**src/sv/piece_table_span_editor_top_assert.svh**
```systemverilog
// ----------------------------------------------------------------------------
// Piece table span editor assertion macros
// Concurrent checks for the editor; the bodies vanish in synthesis builds.
// ----------------------------------------------------------------------------
`ifndef PIECE_TABLE_SPAN_EDITOR_TOP_ASSERT_SVH
`define PIECE_TABLE_SPAN_EDITOR_TOP_ASSERT_SVH
`ifndef SYNTHESIS
`define PTS_ASSERT_IMPLY(label, clk, rst, ante, cons) \
   label: assert property (@(posedge clk) disable iff (rst) (ante) |-> (cons)) \
      else $error("pts check failed");
`define PTS_ASSERT_NEXT(label, clk, rst, ante, cons) \
   label: assert property (@(posedge clk) disable iff (rst) (ante) |=> (cons)) \
      else $error("pts check failed");
`else
`define PTS_ASSERT_IMPLY(label, clk, rst, ante, cons)
`define PTS_ASSERT_NEXT(label, clk, rst, ante, cons)
`endif
`endif

```
**src/sv/pts_pkg.sv**
```systemverilog
// ----------------------------------------------------------------------------
// Piece table span editor package
// Sizes, piece record, cell controls and the per-piece edit function.
// ----------------------------------------------------------------------------
`default_nettype none
package pts_pkg;
   localparam int MaxPieces = 32;
   localparam int PosBits = 20;
   localparam int StepBits = $clog2(MaxPieces);
   localparam int CountBits = $clog2(MaxPieces + 3);

   typedef logic [PosBits-1:0] pos_type;

   typedef enum logic [1:0] {
      ACT_START  = 2'd0,
      ACT_INSERT = 2'd1,
      ACT_DELETE = 2'd2,
      ACT_NOP    = 2'd3
   } action_type;

   typedef struct packed {
      logic    valid;
      logic    from_append;
      pos_type start;
      pos_type size;
   } piece_type;

   typedef enum logic [1:0] {
      CELL_HOLD,
      CELL_SHIFT,
      CELL_LOAD,
      CELL_SWAP
   } cell_op_type;

   typedef struct packed {
      cell_op_type op;
      logic        phase;
   } cell_ctl_type;

   typedef struct packed {
      logic [1:0] cnt;
      piece_type  p0;
      piece_type  p1;
      piece_type  p2;
      logic       placed;
   } edit_out_type;

   function automatic edit_out_type edit_piece(
      input logic      is_ins,
      input pos_type   pos,
      input pos_type   len,
      input pos_type   lo,
      input pos_type   hi,
      input pos_type   app,
      input pos_type   a,
      input logic      placed,
      input piece_type head
   );
      edit_out_type   r;
      logic [PosBits:0] at;
      piece_type      fresh;
      piece_type      left_part;
      piece_type      right_part;
      r = '0;
      r.placed = placed;
      at = {1'b0, a} + {1'b0, head.size};
      fresh = '{valid: 1'b1, from_append: 1'b1, start: app, size: len};
      left_part = '{valid: 1'b1, from_append: head.from_append, start: head.start,
                    size: '0};
      right_part = left_part;
      if (!head.valid) begin
         if (is_ins && !placed) begin
            r.cnt = 2'd1;
            r.p0 = fresh;
            r.placed = 1'b1;
         end
      end else if (is_ins) begin
         if (!placed && ({1'b0, pos} < at)) begin
            if (pos == a) begin
               r.cnt = 2'd2;
               r.p0 = fresh;
               r.p1 = head;
            end else begin
               left_part.size = pos - a;
               right_part.start = head.start + (pos - a);
               right_part.size = at[PosBits-1:0] - pos;
               r.cnt = 2'd3;
               r.p0 = left_part;
               r.p1 = fresh;
               r.p2 = right_part;
            end
            r.placed = 1'b1;
         end else begin
            r.cnt = 2'd1;
            r.p0 = head;
         end
      end else begin
         if ((at <= {1'b0, lo}) || (a >= hi)) begin
            r.cnt = 2'd1;
            r.p0 = head;
         end else begin
            left_part.size = lo - a;
            right_part.start = head.start + (hi - a);
            right_part.size = at[PosBits-1:0] - hi;
            if (a < lo) begin
               r.p0 = left_part;
               r.cnt = 2'd1;
               if (at > {1'b0, hi}) begin
                  r.p1 = right_part;
                  r.cnt = 2'd2;
               end
            end else if (at > {1'b0, hi}) begin
               r.p0 = right_part;
               r.cnt = 2'd1;
            end
         end
      end
      return r;
   endfunction
endpackage
`default_nettype wire

```
**src/sv/pts_channels.sv**
```systemverilog
// ----------------------------------------------------------------------------
// Piece table span editor channels
// Valid/ready interfaces for requests, results and the register write port.
// ----------------------------------------------------------------------------
`default_nettype none
interface pts_req_if;
   logic                          valid;
   logic                          ready;
   logic [1:0]                    action;
   logic [pts_pkg::PosBits-1:0]   position;
   logic [pts_pkg::PosBits-1:0]   span_length;
   modport source (output valid, action, position, span_length, input ready);
   modport sink (input valid, action, position, span_length, output ready);
endinterface

interface pts_rsp_if;
   logic                          valid;
   logic                          ready;
   logic                          from_append;
   logic [pts_pkg::PosBits-1:0]   span_start;
   logic [pts_pkg::PosBits-1:0]   span_size;
   logic                          entry_valid;
   logic [pts_pkg::PosBits-1:0]   total_length;
   logic                          rejected;
   logic                          last;
   modport source (output valid, from_append, span_start, span_size, entry_valid,
                   total_length, rejected, last, input ready);
   modport sink (input valid, from_append, span_start, span_size, entry_valid,
                 total_length, rejected, last, output ready);
endinterface

interface pts_csr_if;
   logic                          valid;
   logic                          ready;
   logic [pts_pkg::PosBits-1:0]   original_size;
   modport source (output valid, original_size, input ready);
   modport sink (input valid, original_size, output ready);
endinterface
`default_nettype wire

```
**src/sv/pts_cell.sv**
```systemverilog
// ----------------------------------------------------------------------------
// Piece table cell
// Holds one piece; shifts toward the head, loads, or swaps with a neighbor
// to push empty slots toward the tail.
// ----------------------------------------------------------------------------
`default_nettype none
module pts_cell (
   input  wire logic                  clock,
   input  wire logic                  reset,
   input  wire pts_pkg::cell_ctl_type ctl,
   input  wire logic                  odd_pos,
   input  wire pts_pkg::piece_type    left_in,
   input  wire pts_pkg::piece_type    right_in,
   input  wire pts_pkg::piece_type    load_in,
   output pts_pkg::piece_type         piece
);
   import pts_pkg::*;

   piece_type piece_ff;
   piece_type piece_in;

   always_comb begin
      piece_in = piece_ff;
      unique case (ctl.op)
         CELL_HOLD:  piece_in = piece_ff;
         CELL_SHIFT: piece_in = right_in;
         CELL_LOAD:  piece_in = load_in;
         CELL_SWAP: begin
            if (odd_pos == ctl.phase) begin
               if (!piece_ff.valid && right_in.valid) piece_in = right_in;
            end else begin
               if (!left_in.valid && piece_ff.valid) piece_in = '0;
            end
         end
         default: piece_in = piece_ff;
      endcase
   end

   always_ff @(posedge clock) begin
      if (reset) begin
         piece_ff.valid <= 1'b0;
      end else begin
         piece_ff.valid <= piece_in.valid;
      end
      piece_ff.from_append <= piece_in.from_append;
      piece_ff.start <= piece_in.start;
      piece_ff.size <= piece_in.size;
   end

   assign piece = piece_ff;
endmodule
`default_nettype wire

```
**src/sv/piece_table_span_editor_top.sv**
```systemverilog
// ----------------------------------------------------------------------------
// Piece table span editor
// Keeps the piece list in a row of cells and dumps it after every request.
// ----------------------------------------------------------------------------
// The table lives in MaxPieces cells that rotate one step per cycle in the
// scan, rewrite and dump passes; in the dump a step with a valid head piece
// waits while the result side stalls. A start request loads the original
// piece into the first cell as it is taken. An insert or delete that changes
// the table makes three passes: a scan that counts the new pieces and checks
// room, a rewrite that edits each piece as it leaves the head and re-enters at
// the tail, and a compaction by neighbor swaps. The dump then sends each valid
// piece (a single entry for an empty table). A start, a no-op or an overflowing
// insert goes straight to the dump; an edit refused for lack of room skips the
// rewrite and compaction. A new request is taken only once the dump is done.
`default_nettype none
`include "piece_table_span_editor_top_assert.svh"
module piece_table_span_editor_top (
   input  wire logic     clock,
   input  wire logic     reset,
   pts_req_if.sink       req_chan,
   pts_rsp_if.source     rsp_chan,
   pts_csr_if.sink       csr_chan
);
   import pts_pkg::*;

   typedef enum logic [2:0] {
      ST_IDLE,
      ST_SCAN,
      ST_REWRITE,
      ST_COMPACT,
      ST_DUMP
   } state_type;

   state_type              state_ff;
   logic [StepBits-1:0]    step_ff;
   logic [CountBits-1:0]   count_ff;
   logic [CountBits-1:0]   n_ff;
   logic [CountBits-1:0]   emitted_ff;
   pos_type                a_ff;
   logic                   placed_ff;
   logic                   ins_ff;
   pos_type                pos_ff;
   pos_type                len_ff;
   pos_type                lo_ff;
   pos_type                hi_ff;
   pos_type                doc_ff;
   pos_type                app_ff;
   pos_type                orig_ff;
   logic                   rej_ff;
   piece_type              q_ff [2];
   logic [1:0]             qn_ff;
   logic                   rsp_valid_ff;
   piece_type              out_piece_ff;
   pos_type                out_total_ff;
   logic                   out_rej_ff;
   logic                   out_last_ff;

   piece_type              cell_q [MaxPieces];
   piece_type              head;
   piece_type              tail;
   piece_type              start_piece;
   cell_ctl_type           ctl;
   edit_out_type           eo;
   piece_type              comb [4];
   logic [2:0]             total;
   logic [CountBits-1:0]   n_in;
   logic [CountBits-1:0]   n_total;
   pos_type                a_in;
   logic                   req_fire;
   logic                   out_free;
   logic                   last_step;
   logic                   dump_emit;
   logic                   dump_move;
   logic                   rsp_load;
   pos_type                pos_c;
   logic [PosBits:0]       del_sum;
   pos_type                hi_c;
   logic [PosBits:0]       app_sum;
   logic [PosBits:0]       doc_sum;
   logic                   ins_over;
   state_type              idle_next;

   assign head = cell_q[0];
   assign req_fire = req_chan.valid && req_chan.ready;
   assign req_chan.ready = (state_ff == ST_IDLE);
   assign csr_chan.ready = 1'b1;
   assign out_free = !rsp_valid_ff || rsp_chan.ready;
   assign last_step = (step_ff == StepBits'(MaxPieces - 1));

   assign pos_c = (req_chan.position > doc_ff) ? doc_ff : req_chan.position;
   assign del_sum = {1'b0, pos_c} + {1'b0, req_chan.span_length};
   assign hi_c = (del_sum > {1'b0, doc_ff}) ? doc_ff : del_sum[PosBits-1:0];
   assign app_sum = {1'b0, app_ff} + {1'b0, req_chan.span_length};
   assign doc_sum = {1'b0, doc_ff} + {1'b0, req_chan.span_length};
   assign ins_over = (req_chan.span_length != '0) && (app_sum[PosBits] || doc_sum[PosBits]);
   assign start_piece = '{valid: (orig_ff != '0), from_append: 1'b0, start: '0,
                          size: orig_ff};

   always_comb begin
      idle_next = ST_DUMP;
      unique case (req_chan.action)
         ACT_INSERT: begin
            if ((req_chan.span_length != '0) && !ins_over) idle_next = ST_SCAN;
         end
         ACT_DELETE: begin
            if (hi_c != pos_c) idle_next = ST_SCAN;
         end
         default: idle_next = ST_DUMP;
      endcase
   end

   assign eo = edit_piece(ins_ff, pos_ff, len_ff, lo_ff, hi_ff, app_ff, a_ff,
                          placed_ff, head);
   assign a_in = head.valid ? (a_ff + head.size) : a_ff;
   assign n_in = n_ff + CountBits'(eo.cnt);
   assign n_total = n_in + CountBits'(ins_ff && !eo.placed);
   assign total = 3'(qn_ff) + 3'(eo.cnt);

   always_comb begin
      unique case (qn_ff)
         2'd0: comb = '{eo.p0, eo.p1, eo.p2, piece_type'('0)};
         2'd1: comb = '{q_ff[0], eo.p0, eo.p1, eo.p2};
         default: comb = '{q_ff[0], q_ff[1], eo.p0, eo.p1};
      endcase
   end

   assign dump_emit = (state_ff == ST_DUMP) && (count_ff != '0) && head.valid && out_free;
   assign dump_move = (state_ff == ST_DUMP) && (count_ff != '0) && (!head.valid || out_free);
   assign rsp_load = (state_ff == ST_DUMP) && (((count_ff == '0) && out_free) || dump_emit);

   always_comb begin
      ctl = '{op: CELL_HOLD, phase: step_ff[0]};
      tail = head;
      unique case (state_ff)
         ST_IDLE: begin
            if (req_fire && (req_chan.action == ACT_START)) ctl.op = CELL_LOAD;
         end
         ST_SCAN: ctl.op = CELL_SHIFT;
         ST_REWRITE: begin
            ctl.op = CELL_SHIFT;
            tail = (total != 3'd0) ? comb[0] : '0;
         end
         ST_COMPACT: ctl.op = CELL_SWAP;
         ST_DUMP: begin
            if (dump_move) ctl.op = CELL_SHIFT;
         end
         default: ctl.op = CELL_HOLD;
      endcase
   end

   for (genvar i = 0; i < MaxPieces; i++) begin : g_cell
      piece_type left_n;
      piece_type right_n;
      if (i == 0) begin : g_first
         assign left_n = '{valid: 1'b1, from_append: 1'b0, start: '0, size: '0};
      end else begin : g_mid_l
         assign left_n = cell_q[i-1];
      end
      if (i == MaxPieces - 1) begin : g_last
         assign right_n = (ctl.op == CELL_SHIFT) ? tail : piece_type'('0);
      end else begin : g_mid_r
         assign right_n = cell_q[i+1];
      end
      pts_cell u_cell (
         .clock    (clock),
         .reset    (reset),
         .ctl      (ctl),
         .odd_pos  (1'(i % 2)),
         .left_in  (left_n),
         .right_in (right_n),
         .load_in  ((i == 0) ? start_piece : piece_type'('0)),
         .piece    (cell_q[i])
      );
   end

   always_ff @(posedge clock) begin
      if (reset) begin
         state_ff <= ST_IDLE;
         count_ff <= '0;
         doc_ff <= '0;
         app_ff <= '0;
         orig_ff <= '0;
         qn_ff <= '0;
         rsp_valid_ff <= 1'b0;
         step_ff <= '0;
      end else begin
         if (csr_chan.valid && csr_chan.ready) orig_ff <= csr_chan.original_size;
         if (rsp_load) rsp_valid_ff <= 1'b1;
         else if (rsp_valid_ff && rsp_chan.ready) rsp_valid_ff <= 1'b0;
         unique case (state_ff)
            ST_IDLE: begin
               step_ff <= '0;
               a_ff <= '0;
               placed_ff <= 1'b0;
               n_ff <= '0;
               qn_ff <= '0;
               emitted_ff <= '0;
               rej_ff <= (req_chan.action == ACT_INSERT) && ins_over;
               ins_ff <= (req_chan.action == ACT_INSERT);
               pos_ff <= pos_c;
               len_ff <= req_chan.span_length;
               lo_ff <= pos_c;
               hi_ff <= hi_c;
               if (req_fire) begin
                  state_ff <= idle_next;
                  if (req_chan.action == ACT_START) begin
                     count_ff <= CountBits'(orig_ff != '0);
                     doc_ff <= orig_ff;
                     app_ff <= '0;
                  end
               end
            end
            ST_SCAN: begin
               n_ff <= n_in;
               if (last_step) begin
                  step_ff <= '0;
                  a_ff <= '0;
                  placed_ff <= 1'b0;
                  if (n_total > CountBits'(MaxPieces)) begin
                     rej_ff <= 1'b1;
                     state_ff <= ST_DUMP;
                  end else begin
                     state_ff <= ST_REWRITE;
                  end
               end else begin
                  a_ff <= a_in;
                  placed_ff <= eo.placed;
                  step_ff <= step_ff + StepBits'(1);
               end
            end
            ST_REWRITE: begin
               a_ff <= a_in;
               placed_ff <= eo.placed;
               q_ff[0] <= comb[1];
               q_ff[1] <= comb[2];
               qn_ff <= (total != 3'd0) ? 2'(total - 3'd1) : 2'd0;
               if (last_step) begin
                  step_ff <= '0;
                  state_ff <= ST_COMPACT;
               end else begin
                  step_ff <= step_ff + StepBits'(1);
               end
            end
            ST_COMPACT: begin
               if (last_step) begin
                  step_ff <= '0;
                  count_ff <= n_ff;
                  if (ins_ff) begin
                     doc_ff <= doc_ff + len_ff;
                     app_ff <= app_ff + len_ff;
                  end else begin
                     doc_ff <= doc_ff - (hi_ff - lo_ff);
                  end
                  state_ff <= ST_DUMP;
               end else begin
                  step_ff <= step_ff + StepBits'(1);
               end
            end
            ST_DUMP: begin
               if (count_ff == '0) begin
                  if (out_free) begin
                     out_piece_ff <= '0;
                     out_total_ff <= doc_ff;
                     out_rej_ff <= rej_ff;
                     out_last_ff <= 1'b1;
                     state_ff <= ST_IDLE;
                  end
               end else begin
                  if (dump_emit) begin
                     out_piece_ff <= head;
                     out_total_ff <= doc_ff;
                     out_rej_ff <= rej_ff;
                     out_last_ff <= (emitted_ff == count_ff - CountBits'(1));
                     emitted_ff <= emitted_ff + CountBits'(1);
                  end
                  if (dump_move) begin
                     if (last_step) begin
                        step_ff <= '0;
                        state_ff <= ST_IDLE;
                     end else begin
                        step_ff <= step_ff + StepBits'(1);
                     end
                  end
               end
            end
            default: state_ff <= ST_IDLE;
         endcase
      end
   end

   assign rsp_chan.valid = rsp_valid_ff;
   assign rsp_chan.from_append = out_piece_ff.from_append;
   assign rsp_chan.span_start = out_piece_ff.start;
   assign rsp_chan.span_size = out_piece_ff.size;
   assign rsp_chan.entry_valid = out_piece_ff.valid;
   assign rsp_chan.total_length = out_total_ff;
   assign rsp_chan.rejected = out_rej_ff;
   assign rsp_chan.last = out_last_ff;

   `PTS_ASSERT_NEXT(a_queue_drained, clock, reset, (state_ff == ST_REWRITE) && last_step, qn_ff == 2'd0)
   `PTS_ASSERT_IMPLY(a_count_bound, clock, reset, state_ff == ST_DUMP, count_ff <= CountBits'(MaxPieces))
   `PTS_ASSERT_IMPLY(a_emit_bound, clock, reset, dump_emit, emitted_ff < count_ff)
endmodule
`default_nettype wire

```
**src/flat_wrapper.sv**
```systemverilog
// flat-port wrapper written by rule: the top's interface ports become plain ports
module piece_table_span_editor_top_flat import pts_pkg::*;
  (clock, reset, req_chan_valid, req_chan_action, req_chan_position, req_chan_span_length, req_chan_ready, rsp_chan_valid, rsp_chan_from_append, rsp_chan_span_start, rsp_chan_span_size, rsp_chan_entry_valid, rsp_chan_total_length, rsp_chan_rejected, rsp_chan_last, rsp_chan_ready, csr_chan_valid, csr_chan_original_size, csr_chan_ready);
  pts_req_if req_chan_i ();
  pts_rsp_if rsp_chan_i ();
  pts_csr_if csr_chan_i ();
  input  wire logic clock;
  input  wire logic reset;
  input wire logic [$bits(req_chan_i.valid)-1:0] req_chan_valid;
  input wire logic [$bits(req_chan_i.action)-1:0] req_chan_action;
  input wire logic [$bits(req_chan_i.position)-1:0] req_chan_position;
  input wire logic [$bits(req_chan_i.span_length)-1:0] req_chan_span_length;
  output wire logic [$bits(req_chan_i.ready)-1:0] req_chan_ready;
  output wire logic [$bits(rsp_chan_i.valid)-1:0] rsp_chan_valid;
  output wire logic [$bits(rsp_chan_i.from_append)-1:0] rsp_chan_from_append;
  output wire logic [$bits(rsp_chan_i.span_start)-1:0] rsp_chan_span_start;
  output wire logic [$bits(rsp_chan_i.span_size)-1:0] rsp_chan_span_size;
  output wire logic [$bits(rsp_chan_i.entry_valid)-1:0] rsp_chan_entry_valid;
  output wire logic [$bits(rsp_chan_i.total_length)-1:0] rsp_chan_total_length;
  output wire logic [$bits(rsp_chan_i.rejected)-1:0] rsp_chan_rejected;
  output wire logic [$bits(rsp_chan_i.last)-1:0] rsp_chan_last;
  input wire logic [$bits(rsp_chan_i.ready)-1:0] rsp_chan_ready;
  input wire logic [$bits(csr_chan_i.valid)-1:0] csr_chan_valid;
  input wire logic [$bits(csr_chan_i.original_size)-1:0] csr_chan_original_size;
  output wire logic [$bits(csr_chan_i.ready)-1:0] csr_chan_ready;
  assign req_chan_i.valid = req_chan_valid;
  assign req_chan_i.action = req_chan_action;
  assign req_chan_i.position = req_chan_position;
  assign req_chan_i.span_length = req_chan_span_length;
  assign req_chan_ready = req_chan_i.ready;
  assign rsp_chan_valid = rsp_chan_i.valid;
  assign rsp_chan_from_append = rsp_chan_i.from_append;
  assign rsp_chan_span_start = rsp_chan_i.span_start;
  assign rsp_chan_span_size = rsp_chan_i.span_size;
  assign rsp_chan_entry_valid = rsp_chan_i.entry_valid;
  assign rsp_chan_total_length = rsp_chan_i.total_length;
  assign rsp_chan_rejected = rsp_chan_i.rejected;
  assign rsp_chan_last = rsp_chan_i.last;
  assign rsp_chan_i.ready = rsp_chan_ready;
  assign csr_chan_i.valid = csr_chan_valid;
  assign csr_chan_i.original_size = csr_chan_original_size;
  assign csr_chan_ready = csr_chan_i.ready;
  piece_table_span_editor_top u_core (.clock(clock), .reset(reset), .req_chan(req_chan_i), .rsp_chan(rsp_chan_i), .csr_chan(csr_chan_i));
endmodule
```
**config.mk**
```make
export PLATFORM = sky130hd
export DESIGN_NAME = piece_table_span_editor_top_flat
export DESIGN_NICKNAME = d
export VERILOG_FILES = /design/src/sv/pts_pkg.sv /design/src/sv/pts_channels.sv /design/src/sv/pts_cell.sv /design/src/sv/piece_table_span_editor_top.sv /design/src/flat_wrapper.sv
export VERILOG_INCLUDE_DIRS = /design/src /design/src/sv
export SDC_FILE = /design/constraint.sdc
export NUM_CORES = 2
export LEC_CHECK = 0
export BUFFER_PORTS_ARGS = -buffer_cell sky130_fd_sc_hd__buf_2
export CAP_MARGIN = 20
export CORE_MARGIN = 5
export CORE_UTILIZATION = 35
export CTS_CLUSTER_DIAMETER = 200
export DETAILED_ROUTE_END_ITERATION = 8
export GPL_ROUTABILITY_DRIVEN = 0
export PLACE_DENSITY_LB_ADDON = 0.25
export SLEW_MARGIN = 30
export SYNTH_ARGS = -nofsm -noshare
export SYNTH_HDL_FRONTEND = slang
export SYNTH_HIERARCHICAL = 1
export SYNTH_SLANG_ARGS = --single-unit
```
**constraint.sdc**
```tcl
create_clock -name clock -period 18.8 [get_ports clock]
set_clock_uncertainty 0.2 [all_clocks]
set_input_delay 3.76 -clock clock [delete_from_list [all_inputs] [get_ports clock]]
set_output_delay 3.76 -clock clock [all_outputs]
set_load 0.01 [all_outputs]
```
==> results.sh <==
export IMPL_maximum_achievable_frequency_mhz=79.6
export IMPL_power_density_nw_per_um2=138
export IMPL_final_count_of_pins_violating_max_slew=0
export IMPL_synth_edf_count=1555
export IMPL_cts_hold_fix_buffers=0
export IMPL_totalWireLength_um=278000
export IMPL_globalRoute_totalOverflow=0
export IMPL_rr_endpoint="u_core/state_ff[2]$_SDFFE_PP0P_"
export IMPL_worst_skew_pair_late_latency_ns=0.83
export IMPL_place_detailed_hpwl_um=194000
export IMPL_cp_arrival_ns=13.12
export IMPL_cts_setup_buffers=0
export IMPL_drt_first_pass_iters=9
export IMPL_via_count_of_the_first_global_routing_pass=62500
export IMPL_num_rows=183
export IMPL_num_io_pins=134
export IMPL_fraction_of_registers_with_async_set_or_reset_after_synthesis_pct=0
export IMPL_postCtsResizedCells=0
export IMPL_timing_slew_headroom_pct=20.1
export IMPL_rr_worst_depth=28
export IMPL_fin_crit_ns=12.56
export IMPL_worstSetupStartpointType="input pin"
export IMPL_worst_ir_drop_vdd_mv=0.0788
export IMPL_timing_final_setup_violations=0
export IMPL_synthFlopType="edfxtp_1"
export IMPL_worstSetupPathType="input pin to flip-flop"
export IMPL_cts_bufs_inserted=182
export IMPL_worstReg2RegStart="u_core/doc_ff[10]$_SDFFE_PP0P_"
export IMPL_multi_input_gate_area_um2=41000
export IMPL_worstMarginPinSlew_ns=1.19
export IMPL_ctsLongestPathBuffers=3
export IMPL_cts_tree="yes"
export IMPL_setup_tns_ns=0
export IMPL_initial_core_util_pct=35.2
export IMPL_flow_area_growth_from_synthesis_pct=17.9
export IMPL_violations="design-rule violations"
export IMPL_postRouteAntennaNets=0
export IMPL_drtIter0Drc=7440
export IMPL_synth_yosys_seq_area_share_pct=55.8
export IMPL_clock_sinks=1664
export IMPL_synth_top_cell_area_share_pct=53.3
export IMPL_fin_nets=8923
export IMPL_post_synth_inst_count=7108
export IMPL_synth_seq_cells=1664
export IMPL_critical_path_startpoint="req_chan_position[18]"
export IMPL_die_height_um=510
export IMPL_drive_above_1_share_pct=9.37
export IMPL_setup_worst_path_end_class="flip-flop"
export IMPL_placement_setup_worst_slack_ns=5.89
export IMPL_core_um2=249000
export IMPL_dieWidth_um=510
export IMPL_final_seq_area_um2=48900
export IMPL_worst_ep_required_time_ns=19.36
export IMPL_depth_of_the_cts_h_tree=4
export IMPL_yosysWarnings=6
export IMPL_grt_setup_unrepaired="no"
export IMPL_grt_util_all_layers_pct=20.7
export IMPL_grt_first_pass_wirelength_um=409000
export IMPL_initial_antenna_violation_count=8
export IMPL_r2r_slack_ns=8.24
export IMPL_yosysUniqueCellTypes=99
export IMPL_wl_per_cell_um=23.3
export IMPL_route_detailed_drc=7
export IMPL_postSynthAreaPerCell_um2=12.3
export IMPL_status="finished with violations"
export IMPL_syn_cell_area_um2=87600
export IMPL_finalWorstSetupSlack_ns=6.24
export IMPL_die_area_um2=260000
export IMPL_root_buffer_cell="clkbuf_16"
export IMPL_report_final_hold_viol_count=0
export IMPL_synth_top_cells_by_area="edfxtp_1 53%, a22o_1 13%, ha_1 4.7%"
export IMPL_hold_class="flip-flop to flip-flop"
export IMPL_maximum_capacitance_violations=0
export IMPL_layout_filler_cells=23400
export IMPL_portion_of_the_clock_cycle_consumed_by_the_worst_path_in_the_final_layout_pct=66.8
export IMPL_leakagePower_nw=42.2
export IMPL_worst_setup_hold_path_clk_slew_ns=0.06
export IMPL_timing_critical_path_to="u_core/state_ff[2]$_SDFFE_PP0P_"
export IMPL_dr_total_vias=64800
export IMPL_critical_path_max_fanout=30
export IMPL_place_port_buffers=132
export IMPL_via_per_inst=5.41
export IMPL_largest_net_degree_at_the_start_of_global_routing=125
export IMPL_cell_type_with_the_largest_total_area_after_synthesis="edfxtp_1"
==> power breakdown <==
part | internal [W] | leakage (nW) | switching (W)
sequential | 0.00526 | 15.6 | 0.000479
clock | 0.00213 | 2.95 | 0.00153
combinational | 0.00174 | 23.6 | 0.00312
==> cells by family after synthesis <==
family,synth area share [%]
fa+ha+maj,5.81
mux,0.800
xor+xnor,2.58
compound gates,23.9
flops,55.8
other cells,0.00857
buf+inv,3.74
simple gates,7.37
==> routing by layer <==
layer  part of all wire, %  global-route usage (%)
met5                 0.011                       0
met4                   5.2                    9.52
met1                    41                    27.2
met2                    43                    31.4
met3                    11                    6.15
==> stage by stage <==
| stage | hold slack, ns | area [um2] | util, % | instances | total power, W |
|---|---|---|---|---|---|
| final | 0.222 | 103000 | 41.5 | 12000 | 0.0143 |
| after global routing | 0.250 | 103000 | 41.5 | 12000 | 0.0149 |
| after CTS | 0.223 | 103000 | 41.4 | 12000 | 0.0142 |
| after detailed placement | 0.205 | 97000 | 39.0 | 11600 | 0.0105 |
| after global placement | 0.215 | 96800 | 38.9 | 11600 | 0.0104 |
| after floorplan | 0.200 | 92700 | - | 8463 | 0.00888 |
==> worst min-delay path by stage <==
| stage | start | to | slack, ns | cells after the start |
|---|---|---|---|---|
| after floorplan | u_core/rej_ff$_SDFFCE_PP1P_ | u_core/rsp_chan.rejected$_DFFE_PP_ | 0.20 | 0 |
| after global placement | u_core/rej_ff$_SDFFCE_PP1P_ | u_core/rsp_chan.rejected$_DFFE_PP_ | 0.22 | 0 |
| after detailed placement | u_core/rej_ff$_SDFFCE_PP1P_ | u_core/rsp_chan.rejected$_DFFE_PP_ | 0.21 | 0 |
| after CTS | u_core/rej_ff$_SDFFCE_PP1P_ | u_core/rsp_chan.rejected$_DFFE_PP_ | 0.22 | 0 |
| after global routing | u_core/rej_ff$_SDFFCE_PP1P_ | u_core/rsp_chan.rejected$_DFFE_PP_ | 0.25 | 0 |
| final | u_core/rej_ff$_SDFFCE_PP1P_ | u_core/rsp_chan.rejected$_DFFE_PP_ | 0.22 | 0 |
==> critical path, stage by stage <==
cell and delay [ns]:
buf_2 0.14, ha_1 0.33, nand4_1 0.17, nor4_1 0.44
o21ai_0 0.24, a31oi_1 0.37, a21o_1 0.76, o21ai_0 0.26
ha_1 0.40, and3_1 0.19, a221oi_1 0.52, a211o_1 0.29
a21oi_1 0.15, o21ai_0 0.39, nor2_1 0.11, a311o_1 0.46
ha_1 0.35, nand4_1 0.18, nor3_1 0.33, o21ai_0 0.18
a41oi_2 0.53, or2_1 0.70, nor2_1 0.31, a22o_1 0.29
nor4_1 0.29, nand4_1 0.19, nor4_1 0.52, a41o_1 0.25
==> layout make-up <==
| class | count | share of cell area [%] |
|---|---|---|
| Inverter | 307 | 1.12 |
| Multi-Input combinational cell | 6039 | 39.7 |
| Clock inverter | 110 | 1.23 |
| Tap cell | 3330 | 4.03 |
| Timing Repair Buffer | 284 | 1.84 |
| Antenna cell | 12 | 0.0291 |
| Sequential cell | 1664 | 47.3 |
| Clock buffer | 227 | 4.69 |
==> cell usage in the layout, fill, tap and decap left out, drive strengths merged, types with 284 or more instances in the layout <==
cell type / netlist / final
o21ai: 291 / 291
edfxtp: 1555 / 1555
buf: 290 / 284
a21oi: 330 / 330
ha: 330 / 330
nand2: 444 / 444
nor2: 345 / 345
conb: 2 / 1357
a22o: 1317 / 1317
inv: 305 / 310
==> synth_stat cells, types with 109 or more instances <==
cell type,number
nand2_1,444
edfxtp_1,1555
ha_1,330
nor2_1,343
xnor2_1,139
clkbuf_1,131
dfxtp_1,109
a22o_1,1317
a21oi_1,327
inv_1,303
o21ai_0,284
buf_2,268
==> sequential cells by signal, summed over array words and instances, names as in the netlist, 20 cells and up <==
name                          count
u_core/rsp_chan.span_size        20
u_core/rsp_chan.span_start       20
u_core/doc_ff                    20
u_core/app_ff                    20
u_core/lo_ff                     20
u_core/a_ff                      20
u_core/g_cell.u_cell/piece     1344
u_core/orig_ff                   20
u_core/q_ff                      84
u_core/rsp_chan.total_length     20
u_core/hi_ff                     20
u_core/len_ff                    20
(Power assumes the default switching activity.)
